==> config.mk <==
export PLATFORM = sky130hd
export DESIGN_NAME = dependency_counting_task_scheduler_unit_flat
export DESIGN_NICKNAME = d
export VERILOG_FILES = /design/src/dcts_pkg.sv /design/src/dcts_if.sv /design/src/dcts_ctrl.sv /design/src/dcts_datapath.sv /design/src/dependency_counting_task_scheduler_unit.sv /design/src/flat_wrapper.sv
export SDC_FILE = /design/constraint.sdc
export NUM_CORES = 2
export LEC_CHECK = 0
export BUFFER_PORTS_ARGS = -buffer_cell sky130_fd_sc_hd__buf_2
export CORE_ASPECT_RATIO = 0.7
export CORE_UTILIZATION = 40
export DETAILED_ROUTE_END_ITERATION = 8
export PLACE_DENSITY_LB_ADDON = 0.05
export SYNTH_ARGS = -nofsm -noshare
export SYNTH_HDL_FRONTEND = slang
export SYNTH_SLANG_ARGS = --single-unit
==> constraint.sdc <==
create_clock -name clk_i -period 16.6 [get_ports clk_i]
set_input_delay 2.49 -clock clk_i [delete_from_list [all_inputs] [get_ports clk_i]]
set_output_delay 2.49 -clock clk_i [all_outputs]
set_load 0.005 [all_outputs]
==> src/dcts_pkg.sv <==
// Package for the dependency counting task scheduler.
// Holds types, codes and default sizes shared by all modules; no dependencies.
`timescale 1ns / 1ps
package dcts_pkg;

  localparam int unsigned MaxTasksDefault = 64;
  localparam int unsigned MaxDependentsDefault = 8;
  localparam int unsigned MaxDependenciesDefault = 15;

  localparam int unsigned ModeW = 2;
  localparam int unsigned IdW = 6;
  localparam int unsigned StatusW = 2;
  localparam int unsigned CountW = 7;

  typedef enum logic [ModeW-1:0] {
    MODE_ADD   = 2'd0,
    MODE_DONE  = 2'd1,
    MODE_FETCH = 2'd2,
    MODE_NOP   = 2'd3
  } mode_e;

  typedef enum logic [StatusW-1:0] {
    ST_OK    = 2'd0,
    ST_EMPTY = 2'd1,
    ST_OVF   = 2'd2,
    ST_RSVD  = 2'd3
  } status_e;

  typedef enum logic [2:0] {
    S_IDLE,
    S_READ,
    S_EXEC,
    S_WALK_RD,
    S_WALK_PD,
    S_WALK_EX,
    S_OUT
  } state_e;

  // Controller to datapath commands
  typedef struct packed {
    logic capture;   // latch the input transaction
    logic read;      // register per-task reads
    logic exec;      // perform add / fetch update
    logic walk_rd;   // read dependent k from the list
    logic walk_pd;   // read the pending count of dependent k
    logic walk_ex;   // decrement / enqueue dependent k
    logic out_load;  // load result register
  } dcts_cmd_t;

  // Datapath to controller status
  typedef struct packed {
    logic is_walk;   // item is a completion
    logic walk_more; // dependent index below list length
  } dcts_sts_t;

endpackage

==> src/dcts_if.sv <==
// Valid/ready channel interfaces for the scheduler.
// Depends on dcts_pkg.
`timescale 1ns / 1ps
interface dcts_in_if;
  import dcts_pkg::*;
  logic           valid;
  logic           ready;
  logic [ModeW-1:0] mode;
  logic [IdW-1:0] task_id;
  logic [IdW-1:0] dep_id;
  logic           dep_valid;
  logic           last_dep;
  modport source (output valid, mode, task_id, dep_id, dep_valid, last_dep, input ready);
  modport sink (input valid, mode, task_id, dep_id, dep_valid, last_dep, output ready);
endinterface

interface dcts_out_if;
  import dcts_pkg::*;
  logic               valid;
  logic               ready;
  logic [StatusW-1:0] status;
  logic [IdW-1:0]     ready_task;
  logic [CountW-1:0]  ready_count;
  modport source (output valid, status, ready_task, ready_count, input ready);
  modport sink (input valid, status, ready_task, ready_count, output ready);
endinterface

==> src/dcts_ctrl.sv <==
// Controller state machine of the scheduler.
// Depends on dcts_pkg; drives dcts_datapath through cmd/sts structs.
`timescale 1ns / 1ps
module dcts_ctrl (
  input  logic                clk_i,
  input  logic                rst_ni,
  input  logic                in_valid_i,
  output logic                in_ready_o,
  output logic                out_valid_o,
  input  logic                out_ready_i,
  input  dcts_pkg::dcts_sts_t sts_i,
  output dcts_pkg::dcts_cmd_t cmd_o
);
  import dcts_pkg::*;

  state_e state_q, state_d;
  logic   ovalid_q, ovalid_d;

  always_ff @(posedge clk_i or negedge rst_ni) begin
    if (!rst_ni) begin
      state_q  <= S_IDLE;
      ovalid_q <= 1'b0;
    end else begin
      state_q  <= state_d;
      ovalid_q <= ovalid_d;
    end
  end

  // Next state and commands
  always_comb begin
    state_d    = state_q;
    cmd_o      = '0;
    in_ready_o = 1'b0;
    ovalid_d   = ovalid_q;
    if (ovalid_q && out_ready_i) ovalid_d = 1'b0;
    case (state_q)
      S_IDLE: begin
        in_ready_o = 1'b1;
        if (in_valid_i) begin
          cmd_o.capture = 1'b1;
          state_d = S_READ;
        end
      end
      S_READ: begin
        cmd_o.read = 1'b1;
        state_d = sts_i.is_walk ? S_WALK_RD : S_EXEC;
      end
      S_EXEC: begin
        cmd_o.exec = 1'b1;
        state_d = S_OUT;
      end
      S_WALK_RD: begin
        if (sts_i.walk_more) begin
          cmd_o.walk_rd = 1'b1;
          state_d = S_WALK_PD;
        end else begin
          state_d = S_OUT;
        end
      end
      S_WALK_PD: begin
        cmd_o.walk_pd = 1'b1;
        state_d = S_WALK_EX;
      end
      S_WALK_EX: begin
        cmd_o.walk_ex = 1'b1;
        state_d = S_WALK_RD;
      end
      S_OUT: begin
        // result register frees as soon as it is taken
        if (!ovalid_d) begin
          cmd_o.out_load = 1'b1;
          ovalid_d = 1'b1;
          state_d = S_IDLE;
        end
      end
      default: state_d = S_IDLE;
    endcase
  end

  assign out_valid_o = ovalid_q;
endmodule

==> src/dcts_datapath.sv <==
// Datapath of the scheduler: count, list and ready queue memories.
// Depends on dcts_pkg; commanded by dcts_ctrl.
`timescale 1ns / 1ps
module dcts_datapath #(
  parameter int unsigned MaxTasks = dcts_pkg::MaxTasksDefault,
  parameter int unsigned MaxDependents = dcts_pkg::MaxDependentsDefault,
  parameter int unsigned MaxDependencies = dcts_pkg::MaxDependenciesDefault
) (
  input  logic                          clk_i,
  input  logic                          rst_ni,
  input  logic [dcts_pkg::ModeW-1:0]    mode_i,
  input  logic [dcts_pkg::IdW-1:0]      task_id_i,
  input  logic [dcts_pkg::IdW-1:0]      dep_id_i,
  input  logic                          dep_valid_i,
  input  logic                          last_dep_i,
  input  dcts_pkg::dcts_cmd_t           cmd_i,
  output dcts_pkg::dcts_sts_t           sts_o,
  output logic [dcts_pkg::StatusW-1:0]  status_o,
  output logic [dcts_pkg::IdW-1:0]      ready_task_o,
  output logic [dcts_pkg::CountW-1:0]   ready_count_o
);
  import dcts_pkg::*;

  localparam int unsigned TW = (MaxTasks > 1) ? $clog2(MaxTasks) : 1;
  localparam int unsigned KW = (MaxDependents > 1) ? $clog2(MaxDependents) : 1;
  localparam int unsigned LW = $clog2(MaxDependents + 1);
  localparam int unsigned PW = $clog2(MaxDependencies + 1);
  localparam int unsigned FW = $clog2(MaxTasks + 1);
  localparam int unsigned LD = MaxTasks * (1 << KW);
  localparam int unsigned AW = TW + KW;
  localparam logic [PW-1:0] PMax = PW'(MaxDependencies);
  localparam logic [LW-1:0] LMax = LW'(MaxDependents);
  localparam logic [FW-1:0] FMax = FW'(MaxTasks);
  localparam logic [TW-1:0] TLast = TW'(MaxTasks - 1);

  // Per-task counts: memories, a written flag per task makes unwritten ones read zero
  logic [PW-1:0] pend_mem [MaxTasks];
  logic [LW-1:0] dlen_mem [MaxTasks];
  logic [MaxTasks-1:0] pend_vld_q, dlen_vld_q;
  // Stores undefined until written
  logic [TW-1:0] dlist_mem [LD];
  logic [TW-1:0] fifo_mem [MaxTasks];

  logic [TW-1:0] head_q, tail_q;
  logic [FW-1:0] fill_q;
  logic          run_open_q;

  // Captured transaction
  mode_e         mode_q;
  logic [TW-1:0] task_q, dep_q;
  logic          dv_q, last_q;
  // Registered reads
  logic [PW-1:0] pend_t_q, pend_w_q;
  logic          pend_tv_q, pend_wv_q;
  logic [LW-1:0] dlen_d_q, wlen_q;
  logic          dlen_dv_q, wlen_v_q;
  logic [LW-1:0] k_q;
  logic [TW-1:0] wdep_q, fifo_rd_q;
  logic [StatusW-1:0] st_q;
  logic [IdW-1:0]     rt_q;
  logic [StatusW-1:0] status_q;
  logic [IdW-1:0]     ready_task_q;
  logic [CountW-1:0]  ready_count_q;

  logic [PW-1:0] pend_t, pend_w, add_np;
  logic [LW-1:0] dlen_d, wlen;
  logic          add_ok, add_enq;
  logic [TW-1:0] head_nx, tail_nx;
  logic [AW-1:0] raddr;

  // Unwritten entries read as zero; a new run starts from zero
  assign pend_t = pend_tv_q ? pend_t_q : '0;
  assign pend_w = pend_wv_q ? pend_w_q : '0;
  assign dlen_d = dlen_dv_q ? dlen_d_q : '0;
  assign wlen   = wlen_v_q ? wlen_q : '0;

  // Add decision
  assign add_ok  = dv_q && pend_t < PMax && dlen_d < LMax;
  assign add_np  = add_ok ? pend_t + PW'(1) : pend_t;
  assign add_enq = last_q && add_np == '0;

  // Ring pointer wrap
  assign head_nx = (head_q == TLast) ? '0 : head_q + TW'(1);
  assign tail_nx = (tail_q == TLast) ? '0 : tail_q + TW'(1);

  assign sts_o.is_walk   = (mode_q == MODE_DONE);
  assign sts_o.walk_more = (k_q < wlen);
  assign raddr = {task_q, k_q[KW-1:0]};

  // Capture and registered reads
  always_ff @(posedge clk_i) begin
    if (cmd_i.capture) begin
      mode_q <= mode_e'(mode_i);
      task_q <= TW'(task_id_i);
      dep_q  <= TW'(dep_id_i);
      dv_q   <= dep_valid_i;
      last_q <= last_dep_i;
    end
    if (cmd_i.read) begin
      pend_t_q  <= pend_mem[task_q];
      pend_tv_q <= run_open_q & pend_vld_q[task_q];
      dlen_d_q  <= dlen_mem[dep_q];
      dlen_dv_q <= dlen_vld_q[dep_q];
      wlen_q    <= dlen_mem[task_q];
      wlen_v_q  <= dlen_vld_q[task_q];
      fifo_rd_q <= fifo_mem[head_q];
    end
    if (cmd_i.walk_rd) wdep_q <= dlist_mem[raddr];
    if (cmd_i.walk_pd) begin
      pend_w_q  <= pend_mem[wdep_q];
      pend_wv_q <= pend_vld_q[wdep_q];
    end
  end

  // Memory writes
  always_ff @(posedge clk_i) begin
    if (cmd_i.exec && mode_q == MODE_ADD) begin
      pend_mem[task_q] <= add_np;
      if (add_ok) begin
        dlen_mem[dep_q] <= dlen_d + LW'(1);
        dlist_mem[{dep_q, dlen_d[KW-1:0]}] <= task_q;
      end
      if (add_enq && fill_q < FMax) fifo_mem[tail_q] <= task_q;
    end
    if (cmd_i.walk_ex && pend_w != '0) begin
      pend_mem[wdep_q] <= pend_w - PW'(1);
      if (pend_w == PW'(1) && fill_q < FMax) fifo_mem[tail_q] <= wdep_q;
    end
  end

  // Control and count state
  always_ff @(posedge clk_i or negedge rst_ni) begin
    if (!rst_ni) begin
      pend_vld_q <= '0;
      dlen_vld_q <= '0;
      head_q <= '0; tail_q <= '0; fill_q <= '0; run_open_q <= 1'b0;
      k_q <= '0; st_q <= ST_OK; rt_q <= '0;
      status_q <= ST_OK; ready_task_q <= '0; ready_count_q <= '0;
    end else begin
      if (cmd_i.read) begin
        k_q <= '0; st_q <= ST_OK; rt_q <= '0;
      end
      if (cmd_i.exec) begin
        case (mode_q)
          MODE_ADD: begin
            if ((dv_q && !add_ok) || (add_enq && fill_q >= FMax)) st_q <= ST_OVF;
            if (add_ok) dlen_vld_q[dep_q] <= 1'b1;
            pend_vld_q[task_q] <= 1'b1;
            run_open_q <= !last_q;
            if (add_enq && fill_q < FMax) begin
              tail_q <= tail_nx;
              fill_q <= fill_q + FW'(1);
            end
          end
          MODE_FETCH: begin
            if (fill_q == '0) st_q <= ST_EMPTY;
            else begin
              rt_q   <= IdW'(fifo_rd_q);
              head_q <= head_nx;
              fill_q <= fill_q - FW'(1);
            end
          end
          default: ;
        endcase
      end
      if (cmd_i.walk_ex) begin
        k_q <= k_q + LW'(1);
        if (pend_w == PW'(1)) begin
          if (fill_q < FMax) begin
            tail_q <= tail_nx;
            fill_q <= fill_q + FW'(1);
          end else begin
            st_q <= ST_OVF;
          end
        end
      end
      if (cmd_i.out_load) begin
        status_q      <= st_q;
        ready_task_q  <= rt_q;
        ready_count_q <= CountW'(fill_q);
      end
    end
  end

  assign status_o      = status_q;
  assign ready_task_o  = ready_task_q;
  assign ready_count_o = ready_count_q;
endmodule

==> src/dependency_counting_task_scheduler_unit.sv <==
// Top level of the dependency counting task scheduler.
// Depends on dcts_pkg, dcts_if, dcts_ctrl and dcts_datapath.
`timescale 1ns / 1ps
// One transaction at a time, one result per transaction. An add, fetch or
// unused-mode transaction passes through the read, execute and output states
// before the next one can be taken; a completion, between its read and output
// states, walks the completed task's dependents list (at most MaxDependents
// entries), per dependent reading the list entry, then its count, then
// updating that count. A new transaction is taken once the previous result
// has been loaded into the output register; a result left waiting there
// holds the unit. Task ids are truncated to their low $clog2(MaxTasks) bits;
// no clearing pass is needed after reset.
module dependency_counting_task_scheduler_unit #(
  parameter int unsigned MaxTasks = dcts_pkg::MaxTasksDefault,
  parameter int unsigned MaxDependents = dcts_pkg::MaxDependentsDefault,
  parameter int unsigned MaxDependencies = dcts_pkg::MaxDependenciesDefault
) (
  input logic     clk_i,
  input logic     rst_ni,
  dcts_in_if.sink   in_i,
  dcts_out_if.source out_o
);
  import dcts_pkg::*;

  dcts_cmd_t cmd;
  dcts_sts_t sts;

  dcts_ctrl u_ctrl (
    .clk_i, .rst_ni,
    .in_valid_i (in_i.valid),
    .in_ready_o (in_i.ready),
    .out_valid_o(out_o.valid),
    .out_ready_i(out_o.ready),
    .sts_i      (sts),
    .cmd_o      (cmd)
  );

  dcts_datapath #(
    .MaxTasks(MaxTasks), .MaxDependents(MaxDependents),
    .MaxDependencies(MaxDependencies)
  ) u_dp (
    .clk_i, .rst_ni,
    .mode_i       (in_i.mode),
    .task_id_i    (in_i.task_id),
    .dep_id_i     (in_i.dep_id),
    .dep_valid_i  (in_i.dep_valid),
    .last_dep_i   (in_i.last_dep),
    .cmd_i        (cmd),
    .sts_o        (sts),
    .status_o     (out_o.status),
    .ready_task_o (out_o.ready_task),
    .ready_count_o(out_o.ready_count)
  );
endmodule
==> src/flat_wrapper.sv <==
// flat-port wrapper written by rule: the top's interface ports become plain ports
module dependency_counting_task_scheduler_unit_flat import dcts_pkg::*;
#(
  parameter int unsigned MaxTasks = dcts_pkg::MaxTasksDefault,
  parameter int unsigned MaxDependents = dcts_pkg::MaxDependentsDefault,
  parameter int unsigned MaxDependencies = dcts_pkg::MaxDependenciesDefault
)
  (clk_i, rst_ni, in_i_valid, in_i_mode, in_i_task_id, in_i_dep_id, in_i_dep_valid, in_i_last_dep, in_i_ready, out_o_valid, out_o_status, out_o_ready_task, out_o_ready_count, out_o_ready);
  dcts_in_if in_i_i ();
  dcts_out_if out_o_i ();
  input logic clk_i;
  input logic rst_ni;
  input wire logic [$bits(in_i_i.valid)-1:0] in_i_valid;
  input wire logic [$bits(in_i_i.mode)-1:0] in_i_mode;
  input wire logic [$bits(in_i_i.task_id)-1:0] in_i_task_id;
  input wire logic [$bits(in_i_i.dep_id)-1:0] in_i_dep_id;
  input wire logic [$bits(in_i_i.dep_valid)-1:0] in_i_dep_valid;
  input wire logic [$bits(in_i_i.last_dep)-1:0] in_i_last_dep;
  output wire logic [$bits(in_i_i.ready)-1:0] in_i_ready;
  output wire logic [$bits(out_o_i.valid)-1:0] out_o_valid;
  output wire logic [$bits(out_o_i.status)-1:0] out_o_status;
  output wire logic [$bits(out_o_i.ready_task)-1:0] out_o_ready_task;
  output wire logic [$bits(out_o_i.ready_count)-1:0] out_o_ready_count;
  input wire logic [$bits(out_o_i.ready)-1:0] out_o_ready;
  assign in_i_i.valid = in_i_valid;
  assign in_i_i.mode = in_i_mode;
  assign in_i_i.task_id = in_i_task_id;
  assign in_i_i.dep_id = in_i_dep_id;
  assign in_i_i.dep_valid = in_i_dep_valid;
  assign in_i_i.last_dep = in_i_last_dep;
  assign in_i_ready = in_i_i.ready;
  assign out_o_valid = out_o_i.valid;
  assign out_o_status = out_o_i.status;
  assign out_o_ready_task = out_o_i.ready_task;
  assign out_o_ready_count = out_o_i.ready_count;
  assign out_o_i.ready = out_o_ready;
  dependency_counting_task_scheduler_unit #(.MaxTasks(MaxTasks), .MaxDependents(MaxDependents), .MaxDependencies(MaxDependencies)) u_core (.clk_i(clk_i), .rst_ni(rst_ni), .in_i(in_i_i), .out_o(out_o_i));
endmodule
==> flow_summary.json <==
{
  "setup_tns_ns": 0,
  "antenna_found_initial": 58,
  "finalSetupViolations": 0,
  "fin_crit_sh": 0.399,
  "drt_iter0_drc": 13200,
  "via_count": 94900,
  "status": "finished, violations left",
  "drive_above_1_share": 0.217,
  "initial_core_util": 0.402,
  "r2r_end": "u_core.u_dp.wdep_q[3]$_DFFE_PP_",
  "clock_skew_ns": 0.0543,
  "wl_per_cell_um": 39.2,
  "violations": "capacitance limit, slew limit",
  "setup_slack_ns": 9.97,
  "syn_avg_cell_area_um2": 18.9,
  "synth.net_count": 8968,
  "core_um2": 420000,
  "intPower_w": 0.0199,
  "p_sw_frac": 0.309,
  "die_x_um": 779,
  "setup.worst_path.start_class": "flip-flop",
  "grt_pass1_wl_um": 801000,
  "cp.arrival_ns": 7.38,
  "leakage_nw": 59.2,
  "pwr-share-seq": 0.428,
  "synth-async-reset-ratio": 0.0427,
  "slew_violations": 4,
  "cts_tree": "yes",
  "io_pins": 37,
  "seq_area_um2": 125000,
  "multi_input_area_um2": 41500,
  "worstMarginPinSlew_ns": 1.55,
  "drv_cap": 2,
  "grt_util_met1": 0.429,
  "root_buffer": "clkbuf_16",
  "holdPathStages": 2,
  "io_buffers": 36,
  "drt-total-wl_um": 590000,
  "htreeDepth": 5,
  "synth_edf_count": 4016,
  "cts_resized": 0,
  "dp_slack_ns": 10.11,
  "pwr-share-clk": 0.333,
  "ant_nets": 0,
  "grt_usage": 0.273,
  "mostFrequentLayoutCells": "edfxtp_1 (4,016), mux4_2 (920), nor2_1 (800)",
  "combinationalPowerShare": 0.239,
  "overflow": 0,
  "gr-usage-met2": 0.380,
  "cts-buffers-inserted": 417,
  "grt_pass1_vias": 91700,
  "layout.nets": 9097,
  "dp_hpwl_um": 371000,
  "syn_to_final_growth_pct": 12.5,
  "p_switching_w": 0.00888,
  "grt_max_degree": 158,
  "dr.pass1.iters": 8,
  "n_fill_cell": 35800,
  "relSlewSlack": -0.0384,
  "clockBufferDepth": 4,
  "route.detailed.drc": 0,
  "min_from": "u_core.u_dp.fifo_rd_q[0]$_DFFE_PP_",
  "postSynthCellCount": 8931,
  "design_area_um2": 190000,
  "placed_cell_area_um2": 176000,
  "die-area_um2": 425000,
  "cp_max_fo": 106,
  "yosys_warnings": 0,
  "ys_ff_latch": 4195,
  "layout_commonest_cell": "edfxtp_1",
  "rsz0062_at_grt": "false",
  "place_congestion": 0.869,
  "worstHoldEndpoint": "u_core.u_dp.rt_q[0]$_DFF_PN0_",
  "p_per_area_nw_per_um2": 151,
  "clk_latency_ns": 1.02,
  "clock-sinks": 4195,
  "fin_crit_ns": 6.63,
  "endpoint_kind": "flip-flop",
  "grt.busiest_layer": "met1",
  "ir_drop_mv": 0.102,
  "synth_area_um2": 169000,
  "rrSetupSlack_ns": 9.97,
  "ys_types": 81,
  "met3_usage": 0.0644,
  "r2r_cells": 13,
  "ys_seq_area_frac": 0.741,
  "path_class": "flip-flop to flip-flop",
  "reg2reg_from": "u_core.u_dp.task_q[0]$_DFFE_PP_",
  "via_per_inst": 6.30,
  "final_hold_viol_count": 0,
  "clk_pin_slew_ns": 0.06,
  "fmaxAchievable_ghz": 0.151,
  "cts_hold_buf": 0,
  "die_h_um": 546,
  "std_cell_rows": 199,
  "min_path_type": "flip-flop to flip-flop",
  "synth_top_flop_cell": "edfxtp_1",
  "required_ns": 17.35,
  "postCtsSetupRepairBufs": 0
}
## power groups by stage
stage,clock [W],sequential [W],combinational (W)
2_1_floorplan,0,0.0127,0.00383
3_3_place_gp,0,0.0125,0.00681
3_5_place_dp,0,0.0125,0.00683
4_1_cts,0.00969,0.0123,0.00684
5_1_grt,0.0101,0.0123,0.00710
6_report,0.00957,0.0123,0.00687
## cells in the mapped netlist, types with 54 or more instances
cell      count  area (um^2)
clkbuf_1    371         1390
buf_2       122          611
mux2i_1     367         3670
o21bai_1     62          465
nor3_1       54          270
nand2_1     267         1000
o21ai_0     108          541
nor2_1      826         3100
dfrtp_1     179         4480
mux4_2      920        20700
nand4_1      94          588
mux2_2       74          833
a21o_1       75          563
nand3_1      84          420
a221oi_1    118         1030
buf_1        69          259
a22oi_1     419         3150
edfxtp_1   4016       121000
a21oi_1     126          631
## routing by layer
metal | routed length (um) | vias to the layer above
met5 | 164 | -
met4 | 15100 | 22
met3 | 58500 | 845
met2 | 249000 | 5339
met1 | 268000 | 51500
li1 | - | 37100
## final cells by class
cell class | instances | area share
Tap cell | 5628 | 0.0371
Clock buffer | 526 | 0.0588
Timing Repair Buffer | 336 | 0.0142
Inverter | 19 | 0.000435
Sequential cell | 4195 | 0.659
Antenna cell | 26 | 0.000343
Multi-Input combinational cell | 4091 | 0.218
Clock inverter | 237 | 0.0122
## how the worst max path moves through the flow
stage,start,endpoint,slack [ns],cells after the start
global route,u_core.u_dp.k_q[0]$_DFFE_PN0P_,u_core.u_dp.wdep_q[1]$_DFFE_PP_,9.78,10
floorplan,u_core.u_dp.task_q[0]$_DFFE_PP_,u_core.u_dp.fifo_mem[0][0]$_DFFE_PP_,5.13,7
detailed placement,u_core.u_dp.task_q[0]$_DFFE_PP_,u_core.u_dp.wdep_q[3]$_DFFE_PP_,10.11,13
global placement,u_core.u_dp.task_q[0]$_DFFE_PP_,u_core.u_dp.wdep_q[3]$_DFFE_PP_,10.11,13
CTS,u_core.u_dp.task_q[0]$_DFFE_PP_,u_core.u_dp.wdep_q[3]$_DFFE_PP_,10.07,11
finish,u_core.u_dp.task_q[0]$_DFFE_PP_,u_core.u_dp.wdep_q[3]$_DFFE_PP_,9.97,13
## cell families after synthesis
group,share of synthesized area
flip-flops,0.741
AND/OR/NAND/NOR,0.0384
multiplexers,0.149
AO/OA/AOI/OAI,0.0523
buffers and inverters,0.0172
adder cells (fa/ha/maj),0.00126
XOR/XNOR,0.000778
## flip-flops by register name, summed over array words and instances (netlist names), 3 cells and up
signal and count:
u_core.u_ctrl.state_q 3, u_core.u_dp.head_q 6, u_core.u_dp.ready_count_o 7, u_core.u_dp.wlen_q 4
u_core.u_dp.k_q 4, u_core.u_dp.tail_q 6, u_core.u_dp.dlen_mem 256, u_core.u_dp.pend_mem 256
u_core.u_dp.wdep_q 6, u_core.u_dp.rt_q 6, u_core.u_dp.fifo_rd_q 6, u_core.u_dp.dlist_mem 3072
u_core.u_dp.dlen_d_q 4, u_core.u_dp.pend_w_q 4, u_core.u_dp.ready_task_o 6, u_core.u_dp.task_q 6
u_core.u_dp.dep_q 6, u_core.u_dp.fifo_mem 384, u_core.u_dp.fill_q 7, u_core.u_dp.dlen_vld_q 64
u_core.u_dp.pend_vld_q 64, u_core.u_dp.pend_t_q 4
## critical path: stages (launching register included)
cell and delay [ns]:
edfxtp_1 0.89, buf_12 0.43, buf_12 0.58, buf_4 0.76
nor3b_2 0.13, buf_4 0.35, buf_4 0.34, a221oi_1 0.32
and3_1 0.19, a31oi_1 0.10, a2111oi_0 0.93, nor3_2 0.33
buf_4 0.26, or4_1 0.38
## per-stage QoR
step | total power [W] | hold WS, ns | instances | utilization
4_1_cts | 0.0288 | 0.464 | 15000 | 0.452
6_report | 0.0287 | 0.462 | 15100 | 0.452
3_5_place_dp | 0.0194 | 0.449 | 14300 | 0.420
2_1_floorplan | 0.0166 | 0.426 | 8931 | -
3_3_place_gp | 0.0193 | 0.448 | 14300 | 0.420
5_1_grt | 0.0295 | 0.495 | 15000 | 0.452
No activity file was read; power rests on OpenSTA's default activity.
